===== config.mk =====
export PLATFORM = sky130hd
export DESIGN_NAME = vital_sign_alarm_annunciator_core_flat
export DESIGN_NICKNAME = d
export VERILOG_FILES = /design/src/rtl/vsaa_pkg.sv /design/src/rtl/vsaa_if.sv /design/src/rtl/vital_sign_alarm_annunciator_core.sv /design/src/flat_wrapper.sv
export VERILOG_INCLUDE_DIRS = /design/src /design/src/rtl
export SDC_FILE = /design/constraint.sdc
export NUM_CORES = 1
export LEC_CHECK = 0
export CORE_MARGIN = 10
export CORE_UTILIZATION = 50
export CTS_BUF_LIST = sky130_fd_sc_hd__clkbuf_16
export CTS_CLUSTER_DIAMETER = 60
export DETAILED_ROUTE_END_ITERATION = 16
export DONT_BUFFER_PORTS = 1
export PLACE_DENSITY = 0.75
export SLEW_MARGIN = 10
export SYNTH_ARGS = -nofsm -noshare
export SYNTH_HDL_FRONTEND = slang
export SYNTH_SLANG_ARGS = --single-unit

===== constraint.sdc =====
create_clock -name clk -period 6.8 [get_ports clk]
set_input_delay 0.34 -clock clk [delete_from_list [all_inputs] [get_ports clk]]
set_output_delay 0.34 -clock clk [all_outputs]
set_load 0.05 [all_outputs]

===== src/rtl/assert_macros.svh =====
`ifndef ASSERT_MACROS_SVH
`define ASSERT_MACROS_SVH

// same-cycle implication, checked out of reset
`define ASSERT_IMP(lbl, clk, rst_n, ante, cons) \
  lbl: assert property (@(posedge clk) disable iff (!rst_n) (ante) |-> (cons)) \
    else $error("assertion failed");

// next-cycle implication, checked out of reset
`define ASSERT_NXT(lbl, clk, rst_n, ante, cons) \
  lbl: assert property (@(posedge clk) disable iff (!rst_n) (ante) |=> (cons)) \
    else $error("assertion failed");

`endif


===== src/rtl/vsaa_pkg.sv =====
package vsaa_pkg;

  localparam int TONE_HALF_PERIOD  = 10;
  localparam int PRESS_BLINK_TICKS = 5;
  localparam int TEMP_BLINK_TICKS  = 10;
  localparam int PULSE_BLINK_TICKS = 20;

  localparam int TONE_CW  = (TONE_HALF_PERIOD > 1) ? $clog2(TONE_HALF_PERIOD) : 1;
  localparam int PRESS_CW = (PRESS_BLINK_TICKS > 1) ? $clog2(PRESS_BLINK_TICKS) : 1;
  localparam int TEMP_CW  = (TEMP_BLINK_TICKS > 1) ? $clog2(TEMP_BLINK_TICKS) : 1;
  localparam int PULSE_CW = (PULSE_BLINK_TICKS > 1) ? $clog2(PULSE_BLINK_TICKS) : 1;

  localparam int CFG_AW = 5;
  localparam int CFG_DW = 32;

  typedef logic [2:0] reg_idx_t;
  localparam reg_idx_t REG_SYS_LIMIT   = 3'd0;
  localparam reg_idx_t REG_DIA_LIMIT   = 3'd1;
  localparam reg_idx_t REG_TEMP_LOW    = 3'd2;
  localparam reg_idx_t REG_TEMP_HIGH   = 3'd3;
  localparam reg_idx_t REG_PULSE_LOW   = 3'd4;
  localparam reg_idx_t REG_PULSE_HIGH  = 3'd5;
  localparam reg_idx_t REG_BATT_MIN    = 3'd6;
  localparam reg_idx_t REG_SNOOZE      = 3'd7;

  localparam logic [11:0] SYS_LIMIT_RST   = 12'd2304;
  localparam logic [11:0] DIA_LIMIT_RST   = 12'd1536;
  localparam logic [11:0] TEMP_LOW_RST    = 12'd549;
  localparam logic [11:0] TEMP_HIGH_RST   = 12'd635;
  localparam logic [11:0] PULSE_LOW_RST   = 12'd912;
  localparam logic [11:0] PULSE_HIGH_RST  = 12'd1680;
  localparam logic [9:0]  BATT_MIN_RST    = 10'd40;
  localparam logic [15:0] SNOOZE_RST      = 16'd25;

  typedef enum logic [1:0] {
    ALARM_OFF    = 2'd0,
    ALARM_ON     = 2'd1,
    ALARM_ASLEEP = 2'd2
  } alarm_t;

  typedef enum logic [1:0] {
    KIND_NONE        = 2'd0,
    KIND_PRESSURE    = 2'd1,
    KIND_TEMPERATURE = 2'd2,
    KIND_PULSE       = 2'd3
  } warn_t;

  typedef struct packed {
    logic [11:0] temperature;
    logic [11:0] systolic;
    logic [11:0] diastolic;
    logic [11:0] pulse_rate;
    logic [9:0]  battery_level;
    logic        ack_pressed;
  } in_item_t;

  typedef struct packed {
    logic       tone_on;
    logic       red_led;
    logic       green_led;
    logic       yellow_led;
    logic       remote_active;
    logic [1:0] alarm_mode;
    logic [1:0] warning_kind;
  } out_item_t;

endpackage


===== src/rtl/vsaa_if.sv =====
interface vsaa_in_if;
  import vsaa_pkg::*;
  logic     valid;
  logic     ready;
  in_item_t data;
  modport source (output valid, output data, input ready);
  modport sink (input valid, input data, output ready);
endinterface

interface vsaa_out_if;
  import vsaa_pkg::*;
  logic      valid;
  logic      ready;
  out_item_t data;
  modport source (output valid, output data, input ready);
  modport sink (input valid, input data, output ready);
endinterface


===== src/rtl/vital_sign_alarm_annunciator_core.sv =====
// Vital-sign alarm annunciator. Each request is one scheduler tick; the block
// takes one request per clock unless the output stalls, and returns exactly
// one result per request, through one input register and one result register.
// The input stage keeps taking requests while a result waits, as long as
// the result register drains. Blink and tone rates use small modulo phase
// counters that step with each tick, and the 32-bit tick count drives the
// snooze wake-up. Limits are written through the APB port, by the user only
// while idle; the block does not enforce it. No clearing pass follows reset.
`include "assert_macros.svh"

module vital_sign_alarm_annunciator_core (
  input  logic                          clk,
  input  logic                          rst_n,
  vsaa_in_if.sink                       in_ch,
  vsaa_out_if.source                    out_ch,
  input  logic                          psel,
  input  logic                          penable,
  input  logic                          pwrite,
  input  logic [vsaa_pkg::CFG_AW-1:0]   paddr,
  input  logic [vsaa_pkg::CFG_DW-1:0]   pwdata,
  output logic [vsaa_pkg::CFG_DW-1:0]   prdata,
  output logic                          pready
);
  import vsaa_pkg::*;

  // configuration
  logic [11:0] sys_lim_r, dia_lim_r, temp_lo_r, temp_hi_r, pulse_lo_r, pulse_hi_r;
  logic [9:0]  batt_min_r;
  logic [15:0] snooze_r;
  logic        cfg_wr;
  reg_idx_t    cfg_idx;

  // pipeline
  logic      s1_valid_r;
  in_item_t  s1_data_r;
  logic      in_acc;
  logic      s1_adv;
  logic      out_valid_r;
  out_item_t out_data_r;
  out_item_t out_data_nxt;

  // tick state
  alarm_t              alarm_r, alarm_nxt, alarm_mid;
  warn_t               warn_r, warn_nxt;
  logic                batt_r, batt_nxt;
  logic                tone_phase_r, tone_phase_nxt;
  logic                tone_act_r, tone_act_nxt;
  logic                red_r, red_nxt;
  logic [31:0]         tick_r, wake_r, wake_nxt;
  logic [TONE_CW-1:0]  tone_ph_r, tone_ph_nxt;
  logic [PRESS_CW-1:0] press_ph_r, press_ph_nxt;
  logic [TEMP_CW-1:0]  temp_ph_r, temp_ph_nxt;
  logic [PULSE_CW-1:0] pulse_ph_r, pulse_ph_nxt;
  logic                tick_wrap;
  logic                sys_hi;
  logic                blink_hit;
  logic                remote;

  assign pready  = 1'b1;
  assign cfg_wr  = psel & penable & pwrite & pready;
  assign cfg_idx = paddr[CFG_AW-1:2];

  always_ff @(posedge clk) begin
    if (!rst_n) begin
      sys_lim_r  <= SYS_LIMIT_RST;
      dia_lim_r  <= DIA_LIMIT_RST;
      temp_lo_r  <= TEMP_LOW_RST;
      temp_hi_r  <= TEMP_HIGH_RST;
      pulse_lo_r <= PULSE_LOW_RST;
      pulse_hi_r <= PULSE_HIGH_RST;
      batt_min_r <= BATT_MIN_RST;
      snooze_r   <= SNOOZE_RST;
    end else if (cfg_wr) begin
      unique case (cfg_idx)
        REG_SYS_LIMIT:  sys_lim_r  <= pwdata[11:0];
        REG_DIA_LIMIT:  dia_lim_r  <= pwdata[11:0];
        REG_TEMP_LOW:   temp_lo_r  <= pwdata[11:0];
        REG_TEMP_HIGH:  temp_hi_r  <= pwdata[11:0];
        REG_PULSE_LOW:  pulse_lo_r <= pwdata[11:0];
        REG_PULSE_HIGH: pulse_hi_r <= pwdata[11:0];
        REG_BATT_MIN:   batt_min_r <= pwdata[9:0];
        REG_SNOOZE:     snooze_r   <= pwdata[15:0];
        default: ;
      endcase
    end
  end

  always_comb begin
    unique case (cfg_idx)
      REG_SYS_LIMIT:  prdata = {20'd0, sys_lim_r};
      REG_DIA_LIMIT:  prdata = {20'd0, dia_lim_r};
      REG_TEMP_LOW:   prdata = {20'd0, temp_lo_r};
      REG_TEMP_HIGH:  prdata = {20'd0, temp_hi_r};
      REG_PULSE_LOW:  prdata = {20'd0, pulse_lo_r};
      REG_PULSE_HIGH: prdata = {20'd0, pulse_hi_r};
      REG_BATT_MIN:   prdata = {22'd0, batt_min_r};
      REG_SNOOZE:     prdata = {16'd0, snooze_r};
      default:        prdata = '0;
    endcase
  end

  // handshake
  assign s1_adv       = s1_valid_r & (~out_valid_r | out_ch.ready);
  assign in_ch.ready  = ~s1_valid_r | s1_adv;
  assign in_acc       = in_ch.valid & in_ch.ready;
  assign out_ch.valid = out_valid_r;
  assign out_ch.data  = out_data_r;

  // per-tick logic
  always_comb begin
    sys_hi = s1_data_r.systolic > sys_lim_r;

    if (sys_hi) begin
      alarm_mid = (alarm_r == ALARM_OFF) ? ALARM_ON : alarm_r;
    end else begin
      alarm_mid = ALARM_OFF;
    end

    if (sys_hi || (s1_data_r.diastolic > dia_lim_r)) begin
      warn_nxt = KIND_PRESSURE;
    end else if ((s1_data_r.temperature < temp_lo_r) ||
                 (s1_data_r.temperature > temp_hi_r)) begin
      warn_nxt = KIND_TEMPERATURE;
    end else if ((s1_data_r.pulse_rate < pulse_lo_r) ||
                 (s1_data_r.pulse_rate > pulse_hi_r)) begin
      warn_nxt = KIND_PULSE;
    end else begin
      warn_nxt = KIND_NONE;
    end

    batt_nxt = batt_r | (s1_data_r.battery_level < batt_min_r);

    tone_act_nxt   = tone_act_r;
    tone_phase_nxt = tone_phase_r;
    if (alarm_mid == ALARM_ON) begin
      if (tone_ph_r == '0) begin
        tone_act_nxt   = tone_phase_r;
        tone_phase_nxt = ~tone_phase_r;
      end
    end else begin
      tone_act_nxt = 1'b0;
    end

    unique case (warn_nxt)
      KIND_PRESSURE:    blink_hit = (press_ph_r == '0);
      KIND_TEMPERATURE: blink_hit = (temp_ph_r == '0);
      default:          blink_hit = (pulse_ph_r == '0);
    endcase

    if (warn_nxt == KIND_NONE) begin
      red_nxt = 1'b0;
    end else if (warn_nxt != warn_r) begin
      red_nxt = 1'b1;
    end else if (blink_hit) begin
      red_nxt = ~red_r;
    end else begin
      red_nxt = red_r;
    end

    remote = (warn_nxt != KIND_NONE) || (alarm_mid != ALARM_OFF);

    alarm_nxt = alarm_mid;
    wake_nxt  = wake_r;
    if (s1_data_r.ack_pressed && (alarm_mid == ALARM_ON)) begin
      alarm_nxt = ALARM_ASLEEP;
      wake_nxt  = tick_r + {16'd0, snooze_r};
    end
    if ((tick_r == wake_nxt) && (alarm_nxt == ALARM_ASLEEP)) begin
      alarm_nxt = ALARM_ON;
    end

    // phases restart with the tick count when it wraps
    tick_wrap    = &tick_r;
    tone_ph_nxt  = (tick_wrap || (tone_ph_r == TONE_CW'(TONE_HALF_PERIOD - 1))) ?
                   '0 : tone_ph_r + 1'b1;
    press_ph_nxt = (tick_wrap || (press_ph_r == PRESS_CW'(PRESS_BLINK_TICKS - 1))) ?
                   '0 : press_ph_r + 1'b1;
    temp_ph_nxt  = (tick_wrap || (temp_ph_r == TEMP_CW'(TEMP_BLINK_TICKS - 1))) ?
                   '0 : temp_ph_r + 1'b1;
    pulse_ph_nxt = (tick_wrap || (pulse_ph_r == PULSE_CW'(PULSE_BLINK_TICKS - 1))) ?
                   '0 : pulse_ph_r + 1'b1;

    out_data_nxt.tone_on       = tone_act_nxt;
    out_data_nxt.red_led       = red_nxt;
    out_data_nxt.green_led     = (warn_nxt == KIND_NONE) & ~batt_nxt;
    out_data_nxt.yellow_led    = batt_nxt;
    out_data_nxt.remote_active = remote;
    out_data_nxt.alarm_mode    = alarm_nxt;
    out_data_nxt.warning_kind  = warn_nxt;
  end

  always_ff @(posedge clk) begin
    if (in_acc) begin
      s1_data_r <= in_ch.data;
    end
    if (s1_adv) begin
      out_data_r <= out_data_nxt;
      wake_r     <= wake_nxt;
    end
  end

  always_ff @(posedge clk) begin
    if (!rst_n) begin
      s1_valid_r   <= 1'b0;
      out_valid_r  <= 1'b0;
      alarm_r      <= ALARM_OFF;
      warn_r       <= KIND_NONE;
      batt_r       <= 1'b0;
      tone_phase_r <= 1'b0;
      tone_act_r   <= 1'b0;
      red_r        <= 1'b0;
      tick_r       <= '0;
      tone_ph_r    <= '0;
      press_ph_r   <= '0;
      temp_ph_r    <= '0;
      pulse_ph_r   <= '0;
    end else begin
      s1_valid_r  <= in_acc | (s1_valid_r & ~s1_adv);
      out_valid_r <= s1_adv | (out_valid_r & ~out_ch.ready);
      if (s1_adv) begin
        alarm_r      <= alarm_nxt;
        warn_r       <= warn_nxt;
        batt_r       <= batt_nxt;
        tone_phase_r <= tone_phase_nxt;
        tone_act_r   <= tone_act_nxt;
        red_r        <= red_nxt;
        tick_r       <= tick_r + 32'd1;
        tone_ph_r    <= tone_ph_nxt;
        press_ph_r   <= press_ph_nxt;
        temp_ph_r    <= temp_ph_nxt;
        pulse_ph_r   <= pulse_ph_nxt;
      end
    end
  end

  // wake_r has no reset; it is written before any asleep state can use it
  `ASSERT_NXT(a_batt_sticky, clk, rst_n, batt_r, batt_r)
  `ASSERT_IMP(a_red_needs_warn, clk, rst_n, red_r, warn_r != KIND_NONE)
  `ASSERT_IMP(a_tone_ph_range, clk, rst_n, 1'b1, tone_ph_r <= TONE_CW'(TONE_HALF_PERIOD - 1))

endmodule


===== src/flat_wrapper.sv =====
// flat-port wrapper written by rule: the top's interface ports become plain ports
module vital_sign_alarm_annunciator_core_flat import vsaa_pkg::*;
  (clk, rst_n, psel, penable, pwrite, paddr, pwdata, prdata, pready, in_ch_valid, in_ch_data, in_ch_ready, out_ch_valid, out_ch_data, out_ch_ready);
  vsaa_in_if in_ch_i ();
  vsaa_out_if out_ch_i ();
  input  logic clk;
  input  logic rst_n;
  input  logic psel;
  input  logic penable;
  input  logic pwrite;
  input  logic [vsaa_pkg::CFG_AW-1:0] paddr;
  input  logic [vsaa_pkg::CFG_DW-1:0] pwdata;
  output logic [vsaa_pkg::CFG_DW-1:0] prdata;
  output logic pready;
  input wire logic [$bits(in_ch_i.valid)-1:0] in_ch_valid;
  input wire logic [$bits(in_ch_i.data)-1:0] in_ch_data;
  output wire logic [$bits(in_ch_i.ready)-1:0] in_ch_ready;
  output wire logic [$bits(out_ch_i.valid)-1:0] out_ch_valid;
  output wire logic [$bits(out_ch_i.data)-1:0] out_ch_data;
  input wire logic [$bits(out_ch_i.ready)-1:0] out_ch_ready;
  assign in_ch_i.valid = in_ch_valid;
  assign in_ch_i.data = in_ch_data;
  assign in_ch_ready = in_ch_i.ready;
  assign out_ch_valid = out_ch_i.valid;
  assign out_ch_data = out_ch_i.data;
  assign out_ch_i.ready = out_ch_ready;
  vital_sign_alarm_annunciator_core u_core (.clk(clk), .rst_n(rst_n), .in_ch(in_ch_i), .out_ch(out_ch_i), .psel(psel), .penable(penable), .pwrite(pwrite), .paddr(paddr), .pwdata(pwdata), .prdata(prdata), .pready(pready));
endmodule

Yosys cells after proc, flatten, opt, wreduce, memory -nomap -nowiden
Index checks and enable logic that the tools add are counted.
Storage, ports and cells
  bits of input ports: 103
  output and inout port bits: 44
  word-level logic and storage cells: 132
  register bits after elaboration: 256
Operators by class
  add/subtract/negate cells: 6
  equality and inequality tests: 17
  order comparisons: 7
  muxes and demuxes: 19
  reduce and logical (&&, ||, !) cells: 29
  bitwise operators: 19
Operators by type and width (count)
  $pmux W32 S8: 1
  $gt A12 B12 Y1: 4
  $add A32 B1 Y32 const B: 1
  $add A32 B16 Y32: 1
  $eq A32 B32 Y1: 1
  $mux W32: 1
  $reduce_and A32 Y1: 1
  $lt A12 B12 Y1: 2
  $reduce_and A2 Y1: 8
  $eq A3 B3 Y1 const B: 5
  $mux W2: 7
  $lt A10 B10 Y1: 1
  $add A4 B1 Y4 const B: 2
  $eq A4 B4 Y1 const B: 2
  $logic_not A4 Y1: 2
  $logic_or A1 B1 Y1: 8
  $mux W4: 2
  $and A1 B1 Y1: 7
  $not A1 Y1: 7
  $eq A3 B2 Y1 const B: 2
  $logic_not A3 Y1: 2
  $add A5 B1 Y5 const B: 1
  $eq A5 B5 Y1 const B: 1
  $logic_not A5 Y1: 1
  14 further kinds: 27

Depth between registers and ports, before layout
  word-level depth: 10
  depth in mapped cells: 12
  mapped depth without buffers: 12

Least setup slack after synthesis
Ideal clock, no wire load.
  kind: register to register
  from: register u_core.tick_r[0]
  to: register u_core.out_data_r (netlist bit u_core.out_ch.data[3]), data pin
  required time: 6.544 ns
  period minus slack after synthesis: 3.030 ns
  arrival: 2.774 ns
  library setup time: 0.256 ns
  cell stages (with the launch flop): 13
  slack: 3.770 ns
  buffers on the path: 0
  cell sequence: dfxtp_1 > ha_1 > fa_1 > a21o_1 > a31oi_1 > o21ai_1 > a21oi_2 > a21oi_4 > nor4_1 > a31oi_1 > a2111oi_2 > and4_4 > nor3_1
Between the ends
  word-level cells in the longest chain between the ends: 5
Ends and longest elaborated chain
  start: declaration: RTL line vital_sign_alarm_annunciator_core.sv:49  | logic [31:0] tick_r, wake_r, wake_nxt;
  start signal: assignment: RTL line vital_sign_alarm_annunciator_core.sv:227  | tick_r <= tick_r + 32'd1;
  $add A32 B16 Y32: RTL line vital_sign_alarm_annunciator_core.sv:166  | wake_nxt = tick_r + {16'd0, snooze_r};
  $mux W32: RTL line vital_sign_alarm_annunciator_core.sv:164  | if (s1_data_r.ack_pressed && (alarm_mid == ALARM_ON)) begin
  $eq A32 B32 Y1 *: RTL line vital_sign_alarm_annunciator_core.sv:168  | if ((tick_r == wake_nxt) && (alarm_nxt == ALARM_ASLEEP)) begin
  $logic_and A1 B1 Y1 *: RTL line vital_sign_alarm_annunciator_core.sv:168
  $mux W2 *: RTL line vital_sign_alarm_annunciator_core.sv:168
  named net u_core.alarm_nxt[1]: RTL line vital_sign_alarm_annunciator_core.sv:43  | alarm_t alarm_r, alarm_nxt, alarm_mid;
  end signal: assignment: RTL line vital_sign_alarm_annunciator_core.sv:197  | out_data_r <= out_data_nxt;
  end: declaration: RTL line vital_sign_alarm_annunciator_core.sv:39  | out_item_t out_data_r;
The timed path passes the listed nets; every way through them passes the cells marked *.
A chain may end at the register's enable or synchronous reset.

Worst setup path after layout
  from: register u_core.sys_lim_r[1]
  to: register u_core.out_data_r (netlist bit u_core.out_ch.data[3]), data pin
Between the ends
  word-level cells in the longest chain between the ends: 8
  elaborated cells between the ends (all ways): 10
  classes of those cells: order compare: 1; eq/ne: 3; mux: 4; reduce/logical: 2
Ends and longest elaborated chain
  start: declaration: RTL line vital_sign_alarm_annunciator_core.sv:27  | logic [11:0] sys_lim_r, dia_lim_r, temp_lo_r, temp_hi_r, pulse_lo_r, pulse_hi_r;
  start signal: assignment: RTL line vital_sign_alarm_annunciator_core.sv:75  | REG_SYS_LIMIT: sys_lim_r <= pwdata[11:0];
  $gt A12 B12 Y1 *: RTL line vital_sign_alarm_annunciator_core.sv:111  | sys_hi = s1_data_r.systolic > sys_lim_r;
  $mux W2 *: RTL line vital_sign_alarm_annunciator_core.sv:113  | if (sys_hi) begin
  $eq A2 B1 Y1: RTL line vital_sign_alarm_annunciator_core.sv:164
  $logic_and A1 B1 Y1: RTL line vital_sign_alarm_annunciator_core.sv:164
  $mux W32 / $mux W2 (equally long branches): RTL line vital_sign_alarm_annunciator_core.sv:164
  $eq A32 B32 Y1 / $eq A2 B2 Y1 (equally long branches): RTL line vital_sign_alarm_annunciator_core.sv:168
  $logic_and A1 B1 Y1: RTL line vital_sign_alarm_annunciator_core.sv:168
  $mux W2 *: RTL line vital_sign_alarm_annunciator_core.sv:168
  named net u_core.alarm_nxt[1]: RTL line vital_sign_alarm_annunciator_core.sv:43
Marked as above.

==> impl_metrics.yaml <==
die:
  core_um2: 28900
  dieArea_um2: 36800
  die_height_um: 192
  start_util: 0.510
  die_w_um: 192
  io_pins: 147
  rows: 62
detailed_routing:
  wl_per_cell_um: 19.6
  drc: 0
  dr_total_vias: 11763
  drt_iter0_drc: 1175
  wirelength_um: 39900
  routed_via_density: 5.76
  ant_nets: 0
  firstDrtPassIters: 6
clock_network:
  clkSinkCount: 256
  path_clk_slew_ns: 0.06
  insertion_delay_ns: 0.57
  cts_resized: 0
  cts_buffers: 30
  cts_tree: "yes"
  cts_root_buf: "clkbuf_16"
  clock_path_buffers: 3
  htreeDepth: 1
logic_synthesis:
  synth_top_area_cell: "dfxtp_1"
  yosys_most_used_dff: "dfxtp_1"
  yosys_warnings: 0
  synth_area_leaders: "dfxtp_1 21%, edfxtp_1 20%, ha_1 9.0%"
  synth_cells: 1600
  synthesis.area_um2: 14700
  synthArstFlopShare: 0
  synth_seq_cells: 256
  ys_seq_area_frac: 0.415
  synth_edf_count: 100
  synth_top_area_frac: 0.212
  synthDistinctLibCells: 92
  syn_avg_cell_area_um2: 9.22
sta:
  final-setup-viol-count: 0
  rsz0062_at_grt: "no"
  period_needed_ns: 3.91
  worst_slew_pin_slew_ns: 1.13
  setup_tns_ns: 0
  fin_crit_sh: 0.575
  worst_clock_skew_ns: 0.0297
  finalHoldViolations: 0
  clock.fmax_mhz: 256
  maxSlewHeadroom: 0.246
  drv_slew: 0
worst_setup_path:
  critical-path-slowest-cell: "nand2_1"
  end_kind: "flip-flop"
  arrival_ns: 4.21
  crit_buf_inv: 2
  required_ns: 7.10
  slowest_delay_ns: 0.45
  cpLargestDelayFamily: "compound AO/OA/AOI/OAI gates"
  path_class: "reg2reg"
  cp_common_cell: "a211o_1"
  crit_chain: "inv_1 > ha_1 > nor2b_1 > o211ai_1 > a211o_1 > a31oi_2 > nand2_1 > buf_4 > a211o_1 > o41ai_2 > a32o_2 > and4_4 > nor3_1"
  startpoint_type: "flip-flop"
  critPathMaxFanout: 31
global_route:
  grt_max_degree: 141
  grt_first_pass_wirelength_um: 62500
  grt_pass1_vias: 11301
  grt.total_usage: 0.212
  grt-ovfl-total: 0
  antenna_found_initial: 3
finish:
  layout_common_cells: "264 x nand2_1, 156 x dfxtp_1, 114 x inv_1"
  nets: 1840
  layout_commonest_cell: "nand2_1"
  area_delta_synth_final_pct: 12.4
  drive_gt1_frac: 0.0593
power:
  power.density_nw_per_um2: 219
  ir_drop_v: 0.000211
  finalPower_mw: 3.64
  p_leak_nw: 6.31
run_status:
  outcome: "finished clean"
job:
  cap_violations: 0
placed_design:
  io_buffers: 0
  gp_congestion: 0.934
  dp_hpwl_um: 28100
worst_hold_path:
  hold_class: "in2reg"
-- where the power goes --
part | total, mW | internal, mW | switching [mW]
Sequential | 1.69 | 1.65 | 0.0418
Clock | 1.61 | 0.943 | 0.664
Combinational | 0.341 | 0.129 | 0.212
-- cell type report --
class	count	area (um2)
antenna	3	7.51
clock buffer	31	776
clock inverter	25	216
fill	2449	12400
inverter	112	420
multi-input combinational	1142	7670
sequential	256	6130
tap	384	480
timing repair buffer	88	876
-- worst register-to-register path: stages (launching register included) --
cell and delay (ns):
dfxtp_1 0.38, inv_1 0.06, ha_1 0.30, nor2b_1 0.15, o211ai_1 0.09, a211o_1 0.32
a31oi_2 0.44, nand2_1 0.45, buf_4 0.38, a211o_1 0.30, o41ai_2 0.31, a32o_2 0.20
and4_4 0.24, nor3_1 0.06
-- metrics by stage --
step	util	worst slack (ns)	hold WS, ns	instance area [um2]	instances
2_1_floorplan	-	3.77	0.439	14800	1615
3_3_place_gp	0.510	3.03	0.439	14800	1903
3_5_place_dp	0.510	2.88	0.439	14800	1903
4_1_cts	0.573	2.87	0.0150	16600	2038
5_1_grt	0.573	2.60	0.0282	16600	2040
6_report	0.573	2.89	0.0284	16600	2041
-- worst paths after layout --
check | endpoint | start | cells after the start | slack (ns)
setup / recovery | u_core.out_ch.data[3] | u_core.sys_lim_r[1] | 13 | 2.89
hold / removal | u_core.batt_min_r[6] | pwdata[6] | 2 | 0.03
setup reg to reg | u_core.out_ch.data[3] | u_core.sys_lim_r[1] | 13 | 2.89
hold reg to reg | u_core.temp_lo_r[7] | u_core.temp_lo_r[7] | 2 | 0.46
-- cell families (layout without fill, tap and decap cells) --
kind of cell	count (synthesis)	after routing	synth area share
fa+ha+maj	107	107	0.0913
mux	29	29	0.0226
flops	256	256	0.415
simple gates	552	552	0.178
compound gates	338	338	0.165
other cells	2	20	0.000509
xor+xnor	99	99	0.0597
buf+inv	217	256	0.0681
-- Yosys cell counts (4+ instances only) --
cell type and number:
a31oi_1 12, xor2_1 31, o21ai_1 6, nor2_1 64
inv_1 112, nand2_1 264, clkbuf_8 8, dfxtp_1 156
nor2b_1 23, o211ai_1 28, a21o_1 35, edfxtp_1 100
a21oi_1 44, nand4_1 30, a21boi_0 71, or3_1 7
mux2_2 4, buf_4 26, nand3b_1 7, mux2i_1 22
and2_1 36, buf_1 6, a21oi_2 4, nand2b_1 18
clkbuf_1 60, nor4_1 5, a221oi_1 17, o21ai_0 54
xnor2_1 67, and3_1 8, o22ai_1 7, o21a_1 9
ha_1 106, nor3_1 27, a211oi_1 7, nand3_1 37
-- repair_timing --
action	CTS	global route
hold buffers	79	0
hold endpoints to repair	199	0
setup buffers	0	0
-- routing by layer --
metal / vias to the layer above / routed length (um) / global-route usage / share of wire
met5: - / 0 / 0 / 0
met4: 0 / 1530 / 0.0772 / 0.038
met3: 88 / 2940 / 0.0379 / 0.074
met2: 468 / 18900 / 0.351 / 0.47
met1: 5592 / 16500 / 0.272 / 0.41
li1: 5615 / - / - / -
-- flip-flops by register name, summed over array words and instances, names as in the netlist, 12 cells and up --
signal and flops:
u_core.s1_data_r 59, u_core.tick_r 32, u_core.wake_r 32, u_core.snooze_r 16
u_core.dia_lim_r 12, u_core.pulse_hi_r 12, u_core.pulse_lo_r 12, u_core.sys_lim_r 12
u_core.temp_hi_r 12, u_core.temp_lo_r 12
Power figures use the tool's default switching activity.
